File: src/hdl/crcgc_pkg.sv
package crcgc_pkg;

  localparam int CFG_INDEX_W = 2;
  localparam int CFG_DATA_W  = 32;
  localparam int GEN_W       = 32;
  localparam int DEGREE_W    = 6;

  localparam logic [CFG_INDEX_W-1:0] CFG_GENERATOR_LOW = 2'd0;
  localparam logic [CFG_INDEX_W-1:0] CFG_DEGREE        = 2'd1;
  localparam logic [CFG_INDEX_W-1:0] CFG_CHECK_MODE    = 2'd2;

  localparam logic [GEN_W-1:0]    GENERATOR_LOW_RST = 32'd7;
  localparam logic [DEGREE_W-1:0] DEGREE_RST        = 6'd8;

  typedef struct packed {
    logic data_bit;
    logic last_bit;
  } in_t;

  typedef struct packed {
    logic out_bit;
    logic is_crc_bit;
    logic error_flag;
    logic last_out;
  } out_t;

  // classification of one queued transaction
  typedef struct packed {
    logic is_check;
    logic data_bit;
    logic last_bit;
    logic error_flag;
  } entry_ctl_t;

endpackage

File: src/hdl/crcgc_fifo.sv
module crcgc_fifo #(
  parameter int W = 8
) (
  input  logic         clk,
  input  logic         rst,
  input  logic         push,
  input  logic [W-1:0] wr_data,
  input  logic         pop,
  output logic [W-1:0] rd_data,
  output logic         full,
  output logic         empty
);

  logic [W-1:0] mem [2];
  logic         wr_ptr;
  logic         rd_ptr;
  logic [1:0]   count;

  assign full    = (count == 2'd2);
  assign empty   = (count == 2'd0);
  assign rd_data = mem[rd_ptr];

  always_ff @(posedge clk) begin
    if (push) begin
      mem[wr_ptr] <= wr_data;
    end
  end

  always_ff @(posedge clk) begin
    if (rst) begin
      wr_ptr <= 1'b0;
      rd_ptr <= 1'b0;
      count  <= 2'd0;
    end else begin
      if (push) begin
        wr_ptr <= ~wr_ptr;
      end
      if (pop) begin
        rd_ptr <= ~rd_ptr;
      end
      case ({push, pop})
        2'b10:   count <= count + 2'd1;
        2'b01:   count <= count - 2'd1;
        default: count <= count;
      endcase
    end
  end

endmodule

File: src/hdl/crcgc_front.sv
module crcgc_front #(
  parameter int MAX_DEGREE = 32
) (
  input  logic                                clk,
  input  logic                                rst,
  input  logic                                cfg_we,
  input  logic [crcgc_pkg::CFG_INDEX_W-1:0]   cfg_index,
  input  logic [crcgc_pkg::CFG_DATA_W-1:0]    cfg_data,
  input  logic                                in_valid,
  input  crcgc_pkg::in_t                      in_data,
  input  logic                                full,
  output logic                                in_stall,
  output logic                                push,
  output crcgc_pkg::entry_ctl_t               push_ctl,
  output logic [MAX_DEGREE-1:0]               push_rem,
  output logic [$clog2(MAX_DEGREE+1)-1:0]     push_deg
);

  import crcgc_pkg::*;

  localparam int DW = $clog2(MAX_DEGREE + 1);
  localparam int IW = (MAX_DEGREE > 1) ? $clog2(MAX_DEGREE) : 1;

  logic [GEN_W-1:0]      generator_low;
  logic [DEGREE_W-1:0]   degree;
  logic                  check_mode;
  logic [MAX_DEGREE-1:0] remainder;

  logic [DW-1:0]         d_eff;
  logic [DW-1:0]         d_m1;
  logic [MAX_DEGREE-1:0] mask;
  logic [MAX_DEGREE-1:0] gen;
  logic [MAX_DEGREE-1:0] rem;
  logic [MAX_DEGREE-1:0] remainder_next;
  logic                  top;
  logic                  accept;

  assign in_stall = full;
  assign accept   = in_valid && !full;

  always_comb begin
    if (degree == '0) begin
      d_eff = DW'(1);
    end else if ({1'b0, degree} > 7'(MAX_DEGREE)) begin
      d_eff = DW'(MAX_DEGREE);
    end else begin
      d_eff = DW'(degree);
    end
    for (int i = 0; i < MAX_DEGREE; i++) begin
      mask[i] = (i < int'(d_eff));
    end
  end

  assign d_m1 = d_eff - DW'(1);
  assign gen  = MAX_DEGREE'(generator_low) & mask;
  assign rem  = remainder & mask;
  assign top  = rem[d_m1[IW-1:0]];

  // single XOR feedback; check mode divides the codeword directly,
  // generate mode divides message * x^d
  always_comb begin
    if (check_mode) begin
      remainder_next = ((rem << 1) | MAX_DEGREE'(in_data.data_bit)) & mask;
      if (top) begin
        remainder_next = remainder_next ^ gen;
      end
    end else begin
      remainder_next = (rem << 1) & mask;
      if (top ^ in_data.data_bit) begin
        remainder_next = remainder_next ^ gen;
      end
    end
  end

  // check mode queues nothing until the codeword ends
  assign push                = accept && !(check_mode && !in_data.last_bit);
  assign push_ctl.is_check   = check_mode;
  assign push_ctl.data_bit   = in_data.data_bit;
  assign push_ctl.last_bit   = in_data.last_bit;
  assign push_ctl.error_flag = (remainder_next != '0);
  assign push_rem            = remainder_next;
  assign push_deg            = d_eff;

  always_ff @(posedge clk) begin
    if (rst) begin
      generator_low <= GENERATOR_LOW_RST;
      degree        <= DEGREE_RST;
      check_mode    <= 1'b0;
    end else if (cfg_we) begin
      case (cfg_index)
        CFG_GENERATOR_LOW: generator_low <= cfg_data[GEN_W-1:0];
        CFG_DEGREE:        degree        <= cfg_data[DEGREE_W-1:0];
        CFG_CHECK_MODE:    check_mode    <= cfg_data[0];
        default:           ;
      endcase
    end
  end

  always_ff @(posedge clk) begin
    if (rst) begin
      remainder <= '0;
    end else if (accept) begin
      remainder <= in_data.last_bit ? '0 : remainder_next;
    end
  end

endmodule

File: src/hdl/crcgc_back.sv
module crcgc_back #(
  parameter int MAX_DEGREE = 32
) (
  input  logic                            clk,
  input  logic                            rst,
  input  logic                            empty,
  input  crcgc_pkg::entry_ctl_t           rd_ctl,
  input  logic [MAX_DEGREE-1:0]           rd_rem,
  input  logic [$clog2(MAX_DEGREE+1)-1:0] rd_deg,
  output logic                            pop,
  output logic                            out_valid,
  input  logic                            out_stall,
  output crcgc_pkg::out_t                 out_data
);

  import crcgc_pkg::*;

  localparam int DW = $clog2(MAX_DEGREE + 1);
  localparam int IW = (MAX_DEGREE > 1) ? $clog2(MAX_DEGREE) : 1;

  logic                  crc_active;
  logic [MAX_DEGREE-1:0] crc_rem;
  logic [DW-1:0]         crc_left;
  logic [DW-1:0]         left_m1;
  logic                  can_load;

  assign can_load = !out_valid || !out_stall;
  assign left_m1  = crc_left - DW'(1);
  // hold the queue while the remainder is being shifted out
  assign pop      = !crc_active && !empty && can_load;

  always_ff @(posedge clk) begin
    if (can_load) begin
      if (crc_active) begin
        out_data.out_bit    <= crc_rem[left_m1[IW-1:0]];
        out_data.is_crc_bit <= 1'b1;
        out_data.error_flag <= 1'b0;
        out_data.last_out   <= (crc_left == DW'(1));
      end else if (rd_ctl.is_check) begin
        out_data.out_bit    <= 1'b0;
        out_data.is_crc_bit <= 1'b0;
        out_data.error_flag <= rd_ctl.error_flag;
        out_data.last_out   <= 1'b1;
      end else begin
        out_data.out_bit    <= rd_ctl.data_bit;
        out_data.is_crc_bit <= 1'b0;
        out_data.error_flag <= 1'b0;
        out_data.last_out   <= 1'b0;
      end
    end
    if (pop) begin
      crc_rem <= rd_rem;
    end
  end

  always_ff @(posedge clk) begin
    if (rst) begin
      out_valid  <= 1'b0;
      crc_active <= 1'b0;
      crc_left   <= '0;
    end else begin
      if (can_load) begin
        out_valid <= crc_active || !empty;
      end
      if (crc_active && can_load) begin
        crc_left <= left_m1;
        if (crc_left == DW'(1)) begin
          crc_active <= 1'b0;
        end
      end else if (pop && !rd_ctl.is_check && rd_ctl.last_bit) begin
        crc_active <= 1'b1;
        crc_left   <= rd_deg;
      end
    end
  end

endmodule

File: src/hdl/crc_generate_and_check_top.sv
// channel  | valid      | stall      | payload
// ---------+------------+------------+---------------------------------------------
// input    | in_valid   | in_stall   | in_data  {data_bit, last_bit}
// output   | out_valid  | out_stall  | out_data {out_bit, is_crc_bit, error_flag, last_out}
// config   | cfg_we     | -          | cfg_index, cfg_data
//
// One input bit per cycle while in_stall is low; the remainder register updates in the
// cycle of acceptance. A generate-mode bit marked last is followed by its d CRC bits:
// the back end shifts the remainder out one bit a cycle unless out_stall holds it, while
// holding the two-entry queue. A result passes the queue, then the output register.
// rst is synchronous and restores the register defaults and an empty pipe.
// in_stall rises only when the queue is full; output stalls are absorbed by the queue.
module crc_generate_and_check_top #(
  parameter int MAX_DEGREE = 32
) (
  input  logic                              clk,
  input  logic                              rst,
  input  logic                              cfg_we,
  input  logic [crcgc_pkg::CFG_INDEX_W-1:0] cfg_index,
  input  logic [crcgc_pkg::CFG_DATA_W-1:0]  cfg_data,
  input  logic                              in_valid,
  output logic                              in_stall,
  input  crcgc_pkg::in_t                    in_data,
  output logic                              out_valid,
  input  logic                              out_stall,
  output crcgc_pkg::out_t                   out_data
);

  import crcgc_pkg::*;

  localparam int DW    = $clog2(MAX_DEGREE + 1);
  localparam int CTL_W = $bits(entry_ctl_t);
  localparam int QW    = CTL_W + MAX_DEGREE + DW;

  logic                  push;
  logic                  pop;
  logic                  full;
  logic                  empty;
  entry_ctl_t            push_ctl;
  logic [MAX_DEGREE-1:0] push_rem;
  logic [DW-1:0]         push_deg;
  entry_ctl_t            rd_ctl;
  logic [MAX_DEGREE-1:0] rd_rem;
  logic [DW-1:0]         rd_deg;
  logic [QW-1:0]         wr_word;
  logic [QW-1:0]         rd_word;

  assign wr_word = {push_ctl, push_rem, push_deg};
  assign rd_ctl  = rd_word[QW-1 -: CTL_W];
  assign rd_rem  = rd_word[DW +: MAX_DEGREE];
  assign rd_deg  = rd_word[DW-1:0];

  crcgc_front #(
    .MAX_DEGREE(MAX_DEGREE)
  ) u_front (
    .clk       (clk),
    .rst       (rst),
    .cfg_we    (cfg_we),
    .cfg_index (cfg_index),
    .cfg_data  (cfg_data),
    .in_valid  (in_valid),
    .in_data   (in_data),
    .full      (full),
    .in_stall  (in_stall),
    .push      (push),
    .push_ctl  (push_ctl),
    .push_rem  (push_rem),
    .push_deg  (push_deg)
  );

  crcgc_fifo #(
    .W(QW)
  ) u_fifo (
    .clk     (clk),
    .rst     (rst),
    .push    (push),
    .wr_data (wr_word),
    .pop     (pop),
    .rd_data (rd_word),
    .full    (full),
    .empty   (empty)
  );

  crcgc_back #(
    .MAX_DEGREE(MAX_DEGREE)
  ) u_back (
    .clk       (clk),
    .rst       (rst),
    .empty     (empty),
    .rd_ctl    (rd_ctl),
    .rd_rem    (rd_rem),
    .rd_deg    (rd_deg),
    .pop       (pop),
    .out_valid (out_valid),
    .out_stall (out_stall),
    .out_data  (out_data)
  );

  a_no_push_full: assert property (@(posedge clk) disable iff (rst)
    push |-> !full)
    else $error("queue written while full");

  a_no_pop_empty: assert property (@(posedge clk) disable iff (rst)
    pop |-> !empty)
    else $error("queue read while empty");

  a_check_result_shape: assert property (@(posedge clk) disable iff (rst)
    out_valid && out_data.error_flag |-> out_data.last_out && !out_data.is_crc_bit)
    else $error("error flag on a result that is not a check verdict");

  a_out_hold: assert property (@(posedge clk) disable iff (rst)
    out_valid && out_stall |=> out_valid && $stable(out_data))
    else $error("stalled output transaction changed");

endmodule
File: config.mk
export PLATFORM = sky130hd
export DESIGN_NAME = crc_generate_and_check_top
export DESIGN_NICKNAME = d
export VERILOG_FILES = /design/src/hdl/crcgc_pkg.sv /design/src/hdl/crcgc_fifo.sv /design/src/hdl/crcgc_front.sv /design/src/hdl/crcgc_back.sv /design/src/hdl/crc_generate_and_check_top.sv
export SDC_FILE = /design/constraint.sdc
export NUM_CORES = 1
export LEC_CHECK = 0
export ABC_AREA = 1
export BUFFER_PORTS_ARGS = -buffer_cell sky130_fd_sc_hd__buf_2
export CORE_MARGIN = 5
export CORE_UTILIZATION = 51
export CTS_CLUSTER_SIZE = 20
export DETAILED_ROUTE_END_ITERATION = 8
export GPL_ROUTABILITY_DRIVEN = 0
export PLACE_DENSITY = 0.66
export SLEW_MARGIN = 5
export SYNTH_ARGS = -nofsm -noshare
export SYNTH_HDL_FRONTEND = slang
export SYNTH_HIERARCHICAL = 1
export SYNTH_SLANG_ARGS = --single-unit
File: constraint.sdc
create_clock -name clk -period 4.6 [get_ports clk]
set_input_delay 0.92 -clock clk [delete_from_list [all_inputs] [get_ports clk]]
set_output_delay 0.92 -clock clk [all_outputs]
set_load 0.01 [all_outputs]
; Word-level counts from Yosys, hierarchy flattened
; Memory sizes are Yosys's and may differ from the RTL's. A register that Yosys moved wholly into a read port is not among the register bits.
; Index checks and enable logic that the tools add are counted.
; Widths: inputs -> output; s select.
[totals]
n_memories = 1
input_bits = 41
mem_bits_rw = 84
regBits = 119
wordCells = 124
output_inout_bits = 6
[classes]
reduce_logical = 29
n_addsub = 4
muxes = 22
n_bitwise = 11
n_eq_ne = 7
magnitude_cmp = 35
[memory_table]
columns = memory, depth, word_bits, read_ports, rd_clocked_by_memory_dff, write_ports, line
row1 = u_fifo.mem, 2, 42, 1, 1, 1, crcgc_fifo.sv:14  ; logic [W-1:0] mem [2];
[ops]
columns = cell, n
row1 = $and 32x32->32, 4
row2 = $mux 32, 4
row3 = $lt 5x6->1 const A, 16
row4 = $xor 32x32->32, 2
row5 = $lt 4x6->1 const A, 8
row6 = $or 32x1->32, 1
row7 = $reduce_bool 32->1, 1
row8 = $lt 3x6->1 const A, 4
row9 = $mux 6, 4
row10 = $lt 1x6->1 const A, 2
row11 = $lt 2x6->1 const A, 2
row12 = $lt 5x6->1 const B, 2
row13 = $bmux 1 s5, 2
row14 = $mux 1, 9
row15 = $logic_and 1x1->1, 8
row16 = $logic_not 1->1, 8
row17 = $mux 4, 2
row18 = $reduce_and 2->1, 4
row19 = $eq 2x2->1 const B, 3
row20 = $eq 6x1->1 const B, 1
row21 = $gt 6x6->1 const B, 1
row22 = $logic_not 6->1, 1
row23 = $sub 6x1->6 const B, 1
row24 = $sub 5x1->5 const B, 1
row25 = 11 further kinds, 17

; Longest topological paths before layout
[logic_depth]
word_depth = 11
depth_mapped = 29
depth_no_buf = 25

; Cells and area by module
; The synthesis kept the hierarchy.
[by_module_without_submodules]
columns = mod, area_each_um2, n_inst, cells_each
row1 = crcgc_front, 5549.1, 1, 921
row2 = crcgc_fifo, 3462.1, 1, 164
row3 = crcgc_back, 2008.2, 1, 207

; Least setup slack after synthesis
; Ideal clock, no wire load.
[synth_path]
kind = input -> register
startpoint = in in_valid
endpoint = mem u_fifo/mem[0][0] (netlist bit) (enable)
setup_slack_ps = 894
setup_time_ps = 441
stages = 5
t_arrival_ps = 3264
cell_sequence = nand2_1 clkbuf_1 nor2_1 inv_1 nor2_1
[synth_between]
elab_chain_cells = 4
[synth_lines]
columns = item, line
row1 = from (decl), crc_generate_and_check_top.sv:21  ; input logic in_valid,
row2 = $logic_and 1x1->1, crcgc_front.sv:39  ; assign accept = in_valid && !full;
row3 = $logic_and 1x1->1, crcgc_front.sv:76  ; assign push = accept && !(check_mode && !in_data.last_bit);
row4 = via push, crc_generate_and_check_top.sv:35  ; logic push;
row5 = $mux 1, crcgc_fifo.sv:24  ; if (push) begin
row6 = $mux 1 (implied by the code), crcgc_fifo.sv:25  ; mem[wr_ptr] <= wr_data;
row7 = to (decl), crcgc_fifo.sv:14
; The timed path passes the listed nets, and every way through them passes these cells.

==> results by group <==
Pwr
  – Net switching component of the power: 2.40 mW
  – Cell-internal power: 4.43 mW
  – Logic gate share of total power: 34.5%
  – Max IR drop VDD: 238 uV
  – Power share of the sequential group: 39.0%
  – Net Sw Frac: 35.1%
  – Power density normalized to cell area: 568 mW/mm2
  – Clock share of power: 26.5%
  – Static Leakage: 5.19 nW

Clock tree
  – Number of buffers added for setup after CTS: 0
  – CTS clock-pin slew for the worst setup and hold paths: 0.06 ns
  – Clock H-tree levels: 1
  – CTS tree: done
  – Maximum clock path buffer count: 3
  – Num CTS Buffers: 23
  – Root Buffer Master: clkbuf_16
  – Sink Count: 204
  – Worst skew pair latency: 0.50 ns

Critical path
  – Critical path endpoint: u_fifo/mem[1][38]
  – Required time of the critical path: 4.84 ns
  – Element type at the critical path end: register
  – Reg-to-Reg Start: u_front/degree[4]
  – Critical Path Slowest Stage Cell: dfxtp_1
  – Worst r2r dst: u_fifo/mem[1][38]
  – Startpoint type of the worst setup path: register
  – Critical path fanouts, max: 24
  – Crit path largest cell delay: 0.56 ns
  – Worst R2R Path Depth: 22
  – Start-to-end type of the worst setup path: reg2reg
  – R2r setup slk: 0.33 ns
  – Launch point of the critical path: u_front/degree[4]
  – Critical path data arrival time: 4.51 ns
  – Cell-by-cell listing of the critical path: nor2_4 -> nand3_2 -> nand2_2 -> nand2_4 -> ha_2 -> xor2_2 -> inv_1 -> nand3_1 -> nand2_1 -> nand2_1 -> nand3_1 -> nand3_4 -> nand2_4 -> nand2_4 -> buf_4 -> nand3_1 -> nand3_1 -> nand4_1 -> nor2_1 -> nand2_1 -> nor2_1 -> nand2_1

Die
  – Height of the die: 157 um
  – Core Region: 0.0212 mm2
  – Starting Density: 52.1%
  – Rows: 53
  – I/O pin count: 47
  – Die extent in x: 157 um
  – Die area: 0.0246 mm2

STA
  – # setup viols final: 0
  – Fin Hold WS: 0.469 ns
  – Unrepaired setup endpoints after global routing: no
  – Setup tns final: 0 ns
  – Slew Limit Headroom: 37.7%
  – Hold violation total from the final report: 0
  – Post-route clock skew: 0.00986 ns
  – Number of pins exceeding their max-slew limit in the final report: 0
  – Post-route minimum period: 4.27 ns
  – Slew of the pin with the lowest slew margin: 0.933 ns
  – Highest achievable clock rate: 234 MHz
  – Final clock period utilization by the worst path: 92.7%

Synth
  – Top cell type's share of synthesized area: 32.7%
  – Cell type with the highest aggregate area in the netlist: edfxtp_1
  – Async set or reset register ratio after synthesis: 0%
  – Number of synthesized register bits: 204
  – Distinct cell type count of the synthesized netlist: 46
  – Mapped Cells: 1,292
  – Nets in the synthesized netlist: 1,339
  – Mapped cell area: 0.0110 mm2
  – Mean post-synth cell area: 8.53 um2
  – Ys flop type: edfxtp_1
  – Number of flops mapped to enable cells by yosys: 120
  – Share of synthesized area occupied by flip-flops and latches: 48.0%
  – Number of warnings reported in the yosys synthesis log: 6
  – Top area cells in the synthesized netlist: edfxtp_1, dfxtp_1, nand2_1

Cells and area
  – Fraction of layout cells with a size suffix above 1: 15.7%
  – Antenna diodes: 0
  – Post-Layout Inst Area: 0.0120 mm2
  – Area overhead of the layout relative to synthesis: 9.25%
  – NumNets Final: 1,360
  – Fillers: 1,971
  – Post-layout utilization of the core: 56.9%
  – Final instance count without filler cells: 1,604

Min path
  – WHS Path Cells: 2
  – Worst hold-check path type: reg2reg

Placement
  – Cell count after placement: 1,563
  – Dpl cell area: 0.0113 mm2
  – Total of buffers placed on input and output ports: 46
  – Placed wire-length estimate after detailed placement: 18,900 um

Global route
  – Number of global-route vias before repair: 8,186
  – Number of antenna violations at the first check in global routing: 0
  – Wire length of the first global-routing pass: 43,600 um
  – Global-route usage over all layers: 21.9%
  – Grt ovf: 0
  – Maximum number of pins on one net before global-route repair: 42

Detailed routing
  – DRC violation count after routing: 0
  – Via count: 8,767
  – DR pass1 iterations: 7
  – Detailed-route wire length per cell: 16.6 um
  – Final ANT Viol Nets: 0
  – Post-Route WL: 26,600 um
  – Routed via count divided by cell count: 5.47
  – DR iter-0 viols: 886

Run status
  – Result of the run: finished clean

Flow run
  – Count of max-cap constraint violations: 0
[state kept, by name (all words and copies together), names as in the netlist, named ones only]
signal	count
u_front/degree	6
u_front/generator_low	32
u_back/out_valid	1
u_back/crc_active	1
u_back/crc_rem	32
u_back/crc_left	6
u_fifo/wr_ptr	1
u_back/out_data	4
u_fifo/count	2
u_fifo/mem	84
u_front/remainder	32
u_fifo/rd_ptr	1
u_front/check_mode	1
[worst max-delay path, delay by kind of cell (launching register included)]
kind | cells | cell delay (ns)
buf+inv | 2 | 0.48
flops | 1 | 0.56
fa+ha+maj | 1 | 0.36
simple gates | 18 | 2.22
xor+xnor | 1 | 0.36
[metal layers]
metal  track usage, %  part of all wire [%]
met2             34.3                    45
met5                0                     0
met1             31.5                    46
met3             3.44                   6.9
met4             6.36                   2.7
[synthesized netlist by cell type (5+ instances only)]
cell type  count
nand2_1      366
nand3_1      166
edfxtp_1     120
nor2_1       119
dfxtp_1       84
inv_1         81
a21oi_1       49
o21ai_0       43
mux2_4        40
clkbuf_1      26
o211ai_1      19
xor2_1        18
inv_2         17
nand4_1       15
nand2_2       14
buf_2         13
buf_4         12
xnor2_1       12
buf_6         11
ha_1           6
nor2_4         6
nand2_4        5
nand3_2        5
[worst min-delay path by stage]
stage / endpoint / start
floorplan: u_front/generator_low[0] / u_front/generator_low[0]
global placement: u_front/remainder[25] / u_front/remainder[25]
detailed placement: u_front/remainder[5] / u_front/remainder[5]
CTS: u_front/remainder[25] / u_front/remainder[25]
global route: u_front/remainder[24] / u_front/remainder[24]
finish: u_front/remainder[24] / u_front/remainder[24]
[cell usage in the layout (no fill, tap or decap), types with 3 or more instances in the layout]
master     count
nor2_4         7
nand3_2        5
xor2_2         3
buf_2         46
nand3_4        3
nand4_1       15
a21oi_2        4
mux2_4        40
nor2_1       117
clkbuf_16     23
clkinv_1       5
buf_4         16
nand2_1      366
inv_2         17
ha_1           5
clkbuf_1       7
o211ai_1      19
bufinv_16      3
xor2_1        18
nand2_4        5
o21ai_0       43
xnor2_1       12
nand2_2       14
a21oi_1       49
dfxtp_1       81
a31oi_1        4
nand3_1      166
edfxtp_1     120
inv_1         81
dfxtp_2        3
nor2_2         5
[power groups by stage]
| stage | Combinational, mW | Clock [mW] | Sequential (mW) |
|---|---|---|---|
| 2_1_floorplan | 1.87 | 0 | 2.67 |
| 3_3_place_gp | 2.33 | 0 | 2.69 |
| 3_5_place_dp | 2.36 | 0 | 2.71 |
| 4_1_cts | 2.37 | 1.85 | 2.67 |
| 5_1_grt | 2.64 | 1.93 | 2.72 |
| 6_report | 2.36 | 1.81 | 2.67 |
[cells by family (layout without fill, tap and decap cells)]
kind of cell	after synthesis	count (layout)	synth area share, %
compound gates	129	129	6.69
xor+xnor	33	33	2.83
fa+ha+maj	6	6	0.681
buf+inv	168	205	7.64
flops	204	204	48.0
mux	42	42	5.65
simple gates	710	710	28.5
[timing repair]
item | 4_1_cts | 5_1_grt
endpoints found under the setup margin | 0 | 2
hold buffers | 0 | 0
resized for setup | 0 | 3
[final cells by class]
| cell class | count | area [um2] | share of cell area [%] |
|---|---|---|---|
| flip-flops and latches | 204 | 5290 | 43.9 |
| multi-input cells | 920 | 4910 | 40.8 |
| clock buffers | 31 | 616 | 5.11 |
| inverters | 101 | 382 | 3.17 |
| repair buffers | 63 | 370 | 3.08 |
| well taps | 275 | 344 | 2.86 |
| clock inverters | 10 | 129 | 1.07 |
[metrics by stage]
stage	worst slack, ns	power (mW)
finish	0.334	6.84
global route	0.0230	7.29
CTS	0.259	6.89
detailed placement	0.260	5.07
global placement	0.355	5.02
floorplan	0.894	4.54
Note: power is estimated with default switching activity, not from simulation.
